==> src/sv/pstrip_pkg.sv <==
package pstrip_pkg;

  localparam int CoordFracBitsDef = 4;

  // Divider geometry: numerator, denominator and quotient widths.
  localparam int NumW = 54;
  localparam int DenW = 39;
  localparam int QuotW = 17;

  localparam int SqW = 34;
  localparam int RadW = 50;
  localparam int RootW = 25;

  localparam int CfgIdxW = 1;
  localparam int SurfW = 13;

  localparam logic [CfgIdxW-1:0] REG_SURF_W = 1'd0;
  localparam logic [CfgIdxW-1:0] REG_SURF_H = 1'd1;
  localparam logic [SurfW-1:0] SURF_RESET = 13'd1024;

  localparam logic [12:0] STRIP_FACTOR = 13'd5000;
  localparam logic signed [13:0] SHADOW_BASE = 14'sd5500;
  localparam logic [13:0] LEN_SCALE = 14'd10000;

  typedef enum logic [3:0] {
    ST_IDLE,
    ST_SQ_X,
    ST_SQ_Y,
    ST_ROOT_GO,
    ST_ROOT,
    ST_DEN,
    ST_MUL_W,
    ST_MUL_F,
    ST_OFF_GO,
    ST_DIV_OFF,
    ST_VERT,
    ST_TEX_GO,
    ST_DIV_TEX,
    ST_OUT
  } state_t;

  function automatic logic signed [15:0] sat16(input logic signed [18:0] v);
    logic signed [15:0] r;
    if (v > 19'sd32767) begin
      r = 16'sh7fff;
    end else if (v < -19'sd32768) begin
      r = 16'sh8000;
    end else begin
      r = v[15:0];
    end
    return r;
  endfunction

endpackage

==> src/sv/polyline_stroke_strip_builder_core.sv <==
// A point that opens a path is only stored and gives no item.
// A point that closes a segment gives its item after a 25-step root,
// four 17-step divisions for the offsets and four for the texture
// coordinates, the divisions all in one shared divider, with one shared multiplier.
// Such a point holds the input while its item is built, longer while the last item waits.
// Synchronous reset clears the previous point and sets both sizes to 1024.
module polyline_stroke_strip_builder_core
  import pstrip_pkg::*;
#(
  parameter int COORD_FRAC_BITS = CoordFracBitsDef
) (
  input  logic               clk,
  input  logic               rst,
  input  logic               s_tvalid,
  output logic               s_tready,
  // point_x, point_y, stroke_width, shadow_jitter, one zero pad bit
  input  logic [55:0]        s_tdata,
  // path_start
  input  logic               s_tuser,
  output logic               m_tvalid,
  input  logic               m_tready,
  // left_x, left_y, right_x, right_y, shadow_left_x, shadow_left_y,
  // shadow_right_x, shadow_right_y, left_u, left_v, right_u, right_v
  output logic [191:0]       m_tdata,
  input  logic               cfg_valid,
  output logic               cfg_ready,
  input  logic [CfgIdxW-1:0] cfg_index,
  input  logic [SurfW-1:0]   cfg_data
);

  localparam int TexDenW = SurfW + COORD_FRAC_BITS;

  state_t state, state_next;

  logic [SurfW-1:0] surf_w, surf_h;
  logic signed [15:0] prev_x, prev_y;
  logic [15:0] prev_width;
  logic signed [6:0] prev_jitter;
  logic prev_valid;

  logic signed [15:0] px, py;
  logic [15:0] pw;
  logic [12:0] fs;
  logic [15:0] adx, ady;
  logic dx_neg, dy_neg;
  logic [SqW-1:0] sq;
  logic [RootW-1:0] len;
  logic [DenW-1:0] den;
  logic [49:0] mprod;
  logic [1:0] k;
  logic signed [17:0] off [4];
  logic signed [15:0] vert [8];
  logic signed [15:0] tex [4];
  logic tex_neg;

  logic [32:0] mul_a;
  logic [16:0] mul_b;
  logic [49:0] mul_p;

  logic accept;
  logic signed [15:0] in_x, in_y;
  logic signed [16:0] dx, dy;
  logic signed [13:0] fs_wide;

  logic sq_start, sq_done;
  logic [RootW-1:0] sq_root;
  logic dv_start, dv_done;
  logic [NumW-1:0] dv_num;
  logic [DenW-1:0] dv_den;
  logic [QuotW-1:0] dv_q;

  logic [15:0] comp_mag;
  logic comp_neg;
  logic [12:0] factor;
  logic signed [15:0] tex_c;
  logic [16:0] tex_mag;
  logic [SurfW-1:0] tex_s;
  logic [TexDenW-1:0] tex_den;
  logic [17:0] q_ext;

  assign cfg_ready = 1'b1;
  assign s_tready = (state == ST_IDLE);
  assign accept = s_tvalid && s_tready;
  assign in_x = s_tdata[15:0];
  assign in_y = s_tdata[31:16];
  assign dx = 17'(in_x) - 17'(prev_x);
  assign dy = 17'(in_y) - 17'(prev_y);
  assign fs_wide = SHADOW_BASE + {{4{prev_jitter[6]}}, prev_jitter, 3'b000};
  assign mul_p = mul_a * mul_b;

  assign comp_mag = k[0] ? adx : ady;
  assign comp_neg = k[0] ? dx_neg : !dy_neg && (ady != 16'd0);
  assign factor = k[1] ? fs : STRIP_FACTOR;
  assign q_ext = {1'b0, dv_q};

  assign tex_c = vert[{1'b0, k}];
  assign tex_mag = tex_c[15] ? 17'(-17'(tex_c)) : 17'(tex_c);
  assign tex_s = k[0] ? ((surf_h == '0) ? SurfW'(1) : surf_h)
                      : ((surf_w == '0) ? SurfW'(1) : surf_w);
  assign tex_den = TexDenW'(tex_s) << COORD_FRAC_BITS;

  always_comb begin
    mul_a = '0;
    mul_b = '0;
    dv_num = '0;
    dv_den = den;
    case (state)
      ST_SQ_X: begin
        mul_a = 33'(adx);
        mul_b = 17'(adx);
      end
      ST_SQ_Y: begin
        mul_a = 33'(ady);
        mul_b = 17'(ady);
      end
      ST_DEN: begin
        mul_a = 33'(len);
        mul_b = 17'(LEN_SCALE);
      end
      ST_MUL_W: begin
        mul_a = 33'(comp_mag);
        mul_b = 17'(pw);
      end
      ST_MUL_F: begin
        mul_a = mprod[32:0];
        mul_b = 17'(factor);
      end
      ST_OFF_GO: begin
        dv_num = NumW'({mprod[44:0], 8'd0}) + NumW'(den >> 1);
      end
      ST_TEX_GO, ST_DIV_TEX: begin
        dv_num = (NumW'(tex_mag) << 14) + NumW'(tex_den >> 1);
        dv_den = DenW'(tex_den);
      end
      default: begin
      end
    endcase
  end

  assign sq_start = (state == ST_ROOT_GO);
  assign dv_start = (state == ST_OFF_GO) || (state == ST_TEX_GO);

  pstrip_sqrt u_sqrt (
    .clk   (clk),
    .rst   (rst),
    .start (sq_start),
    .value ({sq[SqW-1:0], 16'd0}),
    .done  (sq_done),
    .root  (sq_root)
  );

  pstrip_div u_div (
    .clk   (clk),
    .rst   (rst),
    .start (dv_start),
    .num   (dv_num),
    .den   (dv_den),
    .done  (dv_done),
    .quot  (dv_q)
  );

  always_comb begin
    state_next = state;
    case (state)
      ST_IDLE: begin
        if (accept && !s_tuser && prev_valid) begin
          state_next = ST_SQ_X;
        end
      end
      ST_SQ_X: state_next = ST_SQ_Y;
      ST_SQ_Y: state_next = ST_ROOT_GO;
      ST_ROOT_GO: state_next = ST_ROOT;
      ST_ROOT: begin
        if (sq_done) begin
          state_next = ST_DEN;
        end
      end
      ST_DEN: state_next = ST_MUL_W;
      ST_MUL_W: state_next = ST_MUL_F;
      ST_MUL_F: state_next = ST_OFF_GO;
      ST_OFF_GO: state_next = ST_DIV_OFF;
      ST_DIV_OFF: begin
        if (dv_done) begin
          state_next = (k == 2'd3) ? ST_VERT : ST_MUL_W;
        end
      end
      ST_VERT: state_next = ST_TEX_GO;
      ST_TEX_GO: state_next = ST_DIV_TEX;
      ST_DIV_TEX: begin
        if (dv_done) begin
          state_next = (k == 2'd3) ? ST_OUT : ST_TEX_GO;
        end
      end
      ST_OUT: begin
        if (!m_tvalid || m_tready) begin
          state_next = ST_IDLE;
        end
      end
      default: state_next = ST_IDLE;
    endcase
  end

  always_ff @(posedge clk) begin
    if (rst) begin
      state <= ST_IDLE;
      prev_valid <= 1'b0;
      prev_x <= '0;
      prev_y <= '0;
      prev_width <= '0;
      prev_jitter <= '0;
      surf_w <= SURF_RESET;
      surf_h <= SURF_RESET;
      m_tvalid <= 1'b0;
      k <= '0;
    end else begin
      state <= state_next;
      if (cfg_valid) begin
        case (cfg_index)
          REG_SURF_W: surf_w <= cfg_data;
          REG_SURF_H: surf_h <= cfg_data;
          default: begin
          end
        endcase
      end
      if (accept) begin
        prev_x <= in_x;
        prev_y <= in_y;
        prev_width <= s_tdata[47:32];
        prev_jitter <= s_tdata[54:48];
        prev_valid <= 1'b1;
      end
      if (state == ST_OUT && (!m_tvalid || m_tready)) begin
        m_tvalid <= 1'b1;
      end else if (m_tvalid && m_tready) begin
        m_tvalid <= 1'b0;
      end
      if (state == ST_DEN || state == ST_VERT) begin
        k <= '0;
      end else if ((state == ST_DIV_OFF || state == ST_DIV_TEX) && dv_done) begin
        k <= k + 2'd1;
      end
    end
  end

  always_ff @(posedge clk) begin
    if (accept) begin
      // The previous point is the one the item describes.
      px <= prev_x;
      py <= prev_y;
      pw <= prev_width;
      fs <= fs_wide[12:0];
      dx_neg <= dx[16];
      dy_neg <= dy[16];
      adx <= dx[16] ? 16'(-dx) : dx[15:0];
      ady <= dy[16] ? 16'(-dy) : dy[15:0];
    end
    case (state)
      ST_SQ_X: sq <= SqW'(mul_p);
      ST_SQ_Y: sq <= sq + SqW'(mul_p);
      ST_ROOT: begin
        if (sq_done) begin
          len <= sq_root;
        end
      end
      ST_DEN: den <= DenW'(mul_p);
      ST_MUL_W, ST_MUL_F: mprod <= mul_p;
      ST_DIV_OFF: begin
        if (dv_done) begin
          // A zero-length segment has no normal and leaves the point in place.
          if (sq == '0) begin
            off[k] <= '0;
          end else begin
            off[k] <= comp_neg ? -$signed(q_ext) : $signed(q_ext);
          end
        end
      end
      ST_VERT: begin
        vert[0] <= sat16(19'(px) - 19'(off[0]));
        vert[1] <= sat16(19'(py) - 19'(off[1]));
        vert[2] <= sat16(19'(px) + 19'(off[0]));
        vert[3] <= sat16(19'(py) + 19'(off[1]));
        vert[4] <= sat16(19'(px) - 19'(off[2]));
        vert[5] <= sat16(19'(py) - 19'(off[3]));
        vert[6] <= sat16(19'(px) + 19'(off[2]));
        vert[7] <= sat16(19'(py) + 19'(off[3]));
      end
      ST_TEX_GO: tex_neg <= tex_c[15];
      ST_DIV_TEX: begin
        if (dv_done) begin
          if (tex_neg) begin
            tex[k] <= dv_q[16] || dv_q[15] ? 16'sh8000 : 16'(-$signed(q_ext));
          end else begin
            tex[k] <= dv_q[16] || dv_q[15] ? 16'sh7fff : dv_q[15:0];
          end
        end
      end
      ST_OUT: begin
        if (!m_tvalid || m_tready) begin
          m_tdata <= {tex[3], tex[2], tex[1], tex[0], vert[7], vert[6], vert[5],
                      vert[4], vert[3], vert[2], vert[1], vert[0]};
        end
      end
      default: begin
      end
    endcase
  end

endmodule

==> src/sv/pstrip_div.sv <==
module pstrip_div
  import pstrip_pkg::*;
(
  input  logic              clk,
  input  logic              rst,
  input  logic              start,
  input  logic [NumW-1:0]   num,
  input  logic [DenW-1:0]   den,
  output logic              done,
  output logic [QuotW-1:0]  quot
);

  logic [DenW-1:0]  rem;
  logic [QuotW-1:0] lo;
  logic [QuotW-1:0] q;
  logic             ovf;
  logic             busy;
  logic [4:0]       cnt;
  logic [DenW:0]    trial;
  logic             ge;

  assign trial = {rem, lo[QuotW-1]};
  assign ge = trial >= {1'b0, den};
  // A quotient that does not fit reads as all ones, which the caller saturates.
  assign quot = ovf ? '1 : q;

  always_ff @(posedge clk) begin
    if (rst) begin
      busy <= 1'b0;
      done <= 1'b0;
      cnt <= '0;
    end else begin
      done <= 1'b0;
      if (start) begin
        busy <= 1'b1;
        cnt <= 5'(QuotW);
      end else if (busy) begin
        cnt <= cnt - 5'd1;
        if (cnt == 5'd1) begin
          busy <= 1'b0;
          done <= 1'b1;
        end
      end
    end
  end

  always_ff @(posedge clk) begin
    if (start) begin
      rem <= DenW'(num[NumW-1:QuotW]);
      lo <= num[QuotW-1:0];
      ovf <= DenW'(num[NumW-1:QuotW]) >= den;
      q <= '0;
    end else if (busy) begin
      rem <= ge ? DenW'(trial - {1'b0, den}) : trial[DenW-1:0];
      lo <= {lo[QuotW-2:0], 1'b0};
      q <= {q[QuotW-2:0], ge};
    end
  end

endmodule

==> src/sv/pstrip_sqrt.sv <==
module pstrip_sqrt
  import pstrip_pkg::*;
(
  input  logic              clk,
  input  logic              rst,
  input  logic              start,
  input  logic [RadW-1:0]   value,
  output logic              done,
  output logic [RootW-1:0]  root
);

  logic [RadW-1:0] v;
  logic [RadW:0]   res;
  logic [RadW:0]   bitw;
  logic [RadW:0]   sum;
  logic            busy;
  logic [4:0]      cnt;

  assign sum = res + bitw;
  assign root = res[RootW-1:0];

  always_ff @(posedge clk) begin
    if (rst) begin
      busy <= 1'b0;
      done <= 1'b0;
      cnt <= '0;
    end else begin
      done <= 1'b0;
      if (start) begin
        busy <= 1'b1;
        cnt <= 5'(RootW);
      end else if (busy) begin
        cnt <= cnt - 5'd1;
        if (cnt == 5'd1) begin
          busy <= 1'b0;
          done <= 1'b1;
        end
      end
    end
  end

  // One result bit per cycle, from the top pair of radicand bits downwards.
  always_ff @(posedge clk) begin
    if (start) begin
      v <= value;
      res <= '0;
      bitw <= (RadW+1)'(1) << (2 * (RootW - 1));
    end else if (busy) begin
      if ({1'b0, v} >= sum) begin
        v <= RadW'({1'b0, v} - sum);
        res <= (res >> 1) + bitw;
      end else begin
        res <= res >> 1;
      end
      bitw <= bitw >> 2;
    end
  end

endmodule

==> config.mk <==
export PLATFORM = sky130hd
export DESIGN_NAME = polyline_stroke_strip_builder_core
export DESIGN_NICKNAME = d
export VERILOG_FILES = /design/src/sv/pstrip_pkg.sv /design/src/sv/polyline_stroke_strip_builder_core.sv /design/src/sv/pstrip_div.sv /design/src/sv/pstrip_sqrt.sv
export SDC_FILE = /design/constraint.sdc
export NUM_CORES = 2
export LEC_CHECK = 0
export BUFFER_PORTS_ARGS = -buffer_cell sky130_fd_sc_hd__buf_2
export CAP_MARGIN = 20
export CELL_PAD_IN_SITES_DETAIL_PLACEMENT = 1
export CELL_PAD_IN_SITES_GLOBAL_PLACEMENT = 2
export CORE_UTILIZATION = 43
export CTS_BUF_LIST = sky130_fd_sc_hd__clkbuf_8
export CTS_CLUSTER_DIAMETER = 80
export CTS_CLUSTER_SIZE = 20
export DETAILED_ROUTE_END_ITERATION = 10
export PLACE_DENSITY_LB_ADDON = 0.1
export SYNTH_ARGS = -nofsm -noshare
export SYNTH_HDL_FRONTEND = slang
export SYNTH_SLANG_ARGS = --single-unit
==> constraint.sdc <==
create_clock -name clk -period 15.4 [get_ports clk]
set_input_delay 0.77 -clock clk [delete_from_list [all_inputs] [get_ports clk]]
set_output_delay 0.77 -clock clk [all_outputs]
set_load 0.05 [all_outputs]
==> metrics.md <==
| Metric | Value |
|---|---|
| Wire length of the first global-routing pass | `365,500 µm` |
| Initial core utilization | `43.51%` |
| Endpoint type of the worst setup path | `register` |
| Dominant synthesized flop cell | `edfxtp_1` |
| Final hold slack | `0.1021 ns` |
| Mapped Avg Cell Area | `9.838 µm²` |
| Most Frequent Cell on Critical Path | `fa_1` |
| Comb pwr share | `46.2%` |
| Leak Pwr | `32.11 nW` |
| Chip Height | `414.1 µm` |
| H-Tree Level Count | `3` |
| Layout overhead on the synthesized area | `8.121%` |
| Drt via density | `5.651` |
| Number of global-route vias before repair | `58,130` |
| Worst-case headroom to the max-slew limit | `16.16%` |
| Startpoint of the lowest-slack register-to-register path | `state[2]` |
| Drt total wl | `241,400 µm` |
| Data arrival time of the critical path | `13.18 ns` |
| Count of clock tree sinks | `995` |
| Post-synthesis register bit count | `995` |
| Reg power frac | `36.6%` |
| Post-detailed-route count of antenna-violating nets | `0` |
| Worst stage delay on the critical path | `1.06 ns` |
| Commonest cells after routing, fill and taps aside | `nand2_1 (823), edfxtp_1 (779), inv_1 (752)` |
| Number of port buffers | `268` |
| Syn. warnings | `0` |
| Global-route usage over all layers | `27.92%` |
| Clk pwr share | `17.2%` |
| Reg clk slew, reported paths | `0.13 ns` |
| Adder-cell share of the synthesized area | `21.25%` |
| Setup slack on the worst flop-to-flop path | `2.83 ns` |
| Finish-stage setup viols | `0` |
| Max-slew violation count | `0` |
| CTS buffer count | `80` |
| Number of antenna violations at the first check in global routing | `25` |
| Cell area power density | `123.5 nW/µm²` |
| Detailed-placement wirelength estimate | `191,600 µm` |
| Xor and xnor area share after synthesis | `5.696%` |
| Insertion delay of the later-clocked pin in the worst-skew pair | `0.91 ns` |
| Maximum resistive drop on vdd | `0.0001032 V` |
| Largest net degree at the start of global routing | `89` |
| Horizontal die dimension | `414.1 µm` |
| Internal cell power | `5.471 mW` |
| Total vias in the final route | `56,150` |
| Number of DRC violations after detailed routing | `0` |
| Tightest Hold Check Type | `input port to register` |
| Area inside the core boundary | `167,800 µm²` |
| Weighted congestion at the end of routability-driven global placement | `0.9405` |
| Final net count | `8,712` |
| Worst Skew | `0.09932 ns` |
| Post-synthesis compound-gate area fraction | `14.93%` |
| Cell depth of the worst hold path | `3` |
| Final worst path period share | `81.61%` |
| Slowest cell on the critical path | `a221oi_1` |
| Simple-gate share of the synthesized area | `12.97%` |
| Wirelength per Cell | `24.30 µm` |
| Post-route minimum period | `12.57 ns` |
| Cells after synthesis | `7,421` |
| Required time at the endpoint of the critical path | `16.01 ns` |
| Endpoint of the most critical register-to-register path | `sq[33]` |
| Violation count after the first detailed-route iteration | `3,483` |
| Hold-fix buffer count after cts | `0` |
| Switching power | `4.282 mW` |
| Synth unique cells | `100` |
| Total Neg Setup Slack | `0 ns` |
| Netlist area before placement | `73,010 µm²` |
| Slew at the pin closest to its max-slew limit | `1.253 ns` |
| Hold endpoint | `prev_jitter[4]` |
| MaxCap Viol Count | `0` |
| Gates resized, CTS repair | `0` |
| Fraction of synthesis flops using an asynchronous set or reset pin | `0%` |
| Buffers from clock root to sink, at most | `3` |
| Total count of hold-check failures in the final report | `0` |
| Startpoint of the most critical hold path | `s_tdata[52]` |
| Fraction of layout instances using a drive strength above 1 | `7.977%` |
| Leftover overflow at the end of global routing | `0` |
| Fmax achieved | `0.07957 GHz` |
| Top-level I/O count | `271` |
| Switching Share | `43.90%` |
| Element type at the critical path start | `register` |
| Crit Path Max Fanout | `32` |
| EDFF count, synth | `779` |
| Iteration count of the initial detailed-routing pass | `7` |
| Post-CTS setup buffer count | `0` |
| Largest family of logic cells by synthesized area | `adder cells` |
| CTS tree | `yes` |
| # rows | `150` |
| Die Footprint | `171,400 µm²` |
| Depth of the worst register-to-register path | `37` |
| Most frequent standard cell in the layout excluding fill and tap cells | `nand2_1` |
| Post-synthesis sequential area ratio | `37.96%` |
| Setup Crit Path Kind | `register to register` |
| Clock Tree Root | `clkbuf_8` |
| Portion of netlist area occupied by mux cells | `1.722%` |
| Unrepaired setup endpoints after global routing | `false` |
| Status | `finished clean` |
## through the flow
stage | setup slack, ns | std cells | utilization [%] | instance area, µm² | power [mW]
floorplan | 4.549 | 7504 | - | 73320 | 6.481
global placement | 3.244 | 9777 | 45.96 | 77110 | 7.983
detailed placement | 3.113 | 9780 | 45.97 | 77130 | 8.114
CTS | 3.046 | 9923 | 47.02 | 78890 | 9.818
global route | 2.481 | 9935 | 47.05 | 78940 | 10.36
finish | 2.832 | 9935 | 47.05 | 78940 | 9.753
## kinds of logic after synthesis
kind of cell | count (synthesis)
DFF | 995
xor gates and xnor gates | 474
other | 2
adders and majority gates | 975
buffers and inverters | 1036
AOI/OAI and AO/OA | 1717
muxes | 106
and+or+nand+nor | 2116
## worst max-delay path by stage
| stage | start | end | slack, ns |
|---|---|---|---|
| 3_5_place_dp | state[2] | sq[33] | 3.11 |
| 2_1_floorplan | state[2] | sq[33] | 4.55 |
| 6_report | state[2] | sq[33] | 2.83 |
| 4_1_cts | state[2] | sq[33] | 3.05 |
| 5_1_grt | state[2] | sq[33] | 2.48 |
| 3_3_place_gp | state[2] | sq[33] | 3.24 |
## layer usage
layer / GRT usage (%) / part of all wire [%] / vias to the layer above
li1: - / - / 26130
met3: 3.353 / 4.3 / 311
met2: 46.35 / 47 / 1179
met5: 0 / 0.0058 / -
met4: 10.73 / 4.2 / 2
met1: 37.23 / 44 / 28530
## sequential cells by signal, summed over array words and instances, names as in the netlist, 39 cells and up, named ones only
register,cells
den,39
m_tdata,192
u_div.rem,39
u_sqrt.v,50
tex,64
off,72
mprod,45
u_sqrt.res,51
vert,128
## synth_stat cells (all sizes together) (18+ instances only)
cell / number / area share, %
a22o: 27 / 0.32
nand2: 826 / 4.2
a31oi: 88 / 0.75
o21ai: 378 / 2.6
clkbuf: 230 / 1.2
a21oi: 532 / 3.6
dfxtp: 216 / 5.9
nor3: 100 / 0.70
o21a: 60 / 0.62
or2: 19 / 0.16
a211oi: 39 / 0.41
and2: 46 / 0.39
xnor2: 285 / 3.4
ha: 533 / 9.1
edfxtp: 779 / 32
mux2i: 84 / 1.2
a221o: 22 / 0.30
nand4: 34 / 0.29
and3: 62 / 0.53
a21boi: 20 / 0.21
or3: 27 / 0.23
nand3: 92 / 0.65
nor2b: 56 / 0.48
nor2: 654 / 3.4
nand2b: 84 / 0.72
o22ai: 33 / 0.30
buf: 60 / 0.44
o21bai: 73 / 0.75
o31ai: 48 / 0.51
nand3b: 18 / 0.19
nor4: 52 / 0.46
fa: 442 / 12
a21o: 180 / 1.9
a22oi: 29 / 0.30
o211ai: 27 / 0.28
xor2: 189 / 2.3
inv: 743 / 3.8
## power groups by stage
stage               clock network [mW]  registers, mW  logic [mW]
detailed placement                   0           3.63        4.48
finish                            1.68           3.57        4.50
CTS                               1.73           3.57        4.51
global route                      1.80           3.60        4.96
floorplan                            0           3.45        3.03
global placement                     0           3.62        4.36
## worst max-delay path, delay by kind of cell, from the launching register on
family / cells / cell delay, ns
XOR/XNOR: 2 / 0.94
flip-flops: 1 / 0.92
AND/OR/NAND/NOR: 8 / 1.81
adder cells (fa/ha/maj): 8 / 3.78
buffers and inverters: 5 / 0.51
multiplexers: 1 / 0.23
AO/OA/AOI/OAI: 13 / 4.04
## final cells by class
type	count	area (µm²)
multi-input combinational	5473	41800
timing repair buffer	365	2077
tap	2204	2758
inverter	746	2805
sequential	995	27720
clock inverter	62	645.6
antenna	9	22.52
clock buffer	81	1115
fill	18930	88850
Note: power is estimated with default switching activity, not from simulation.
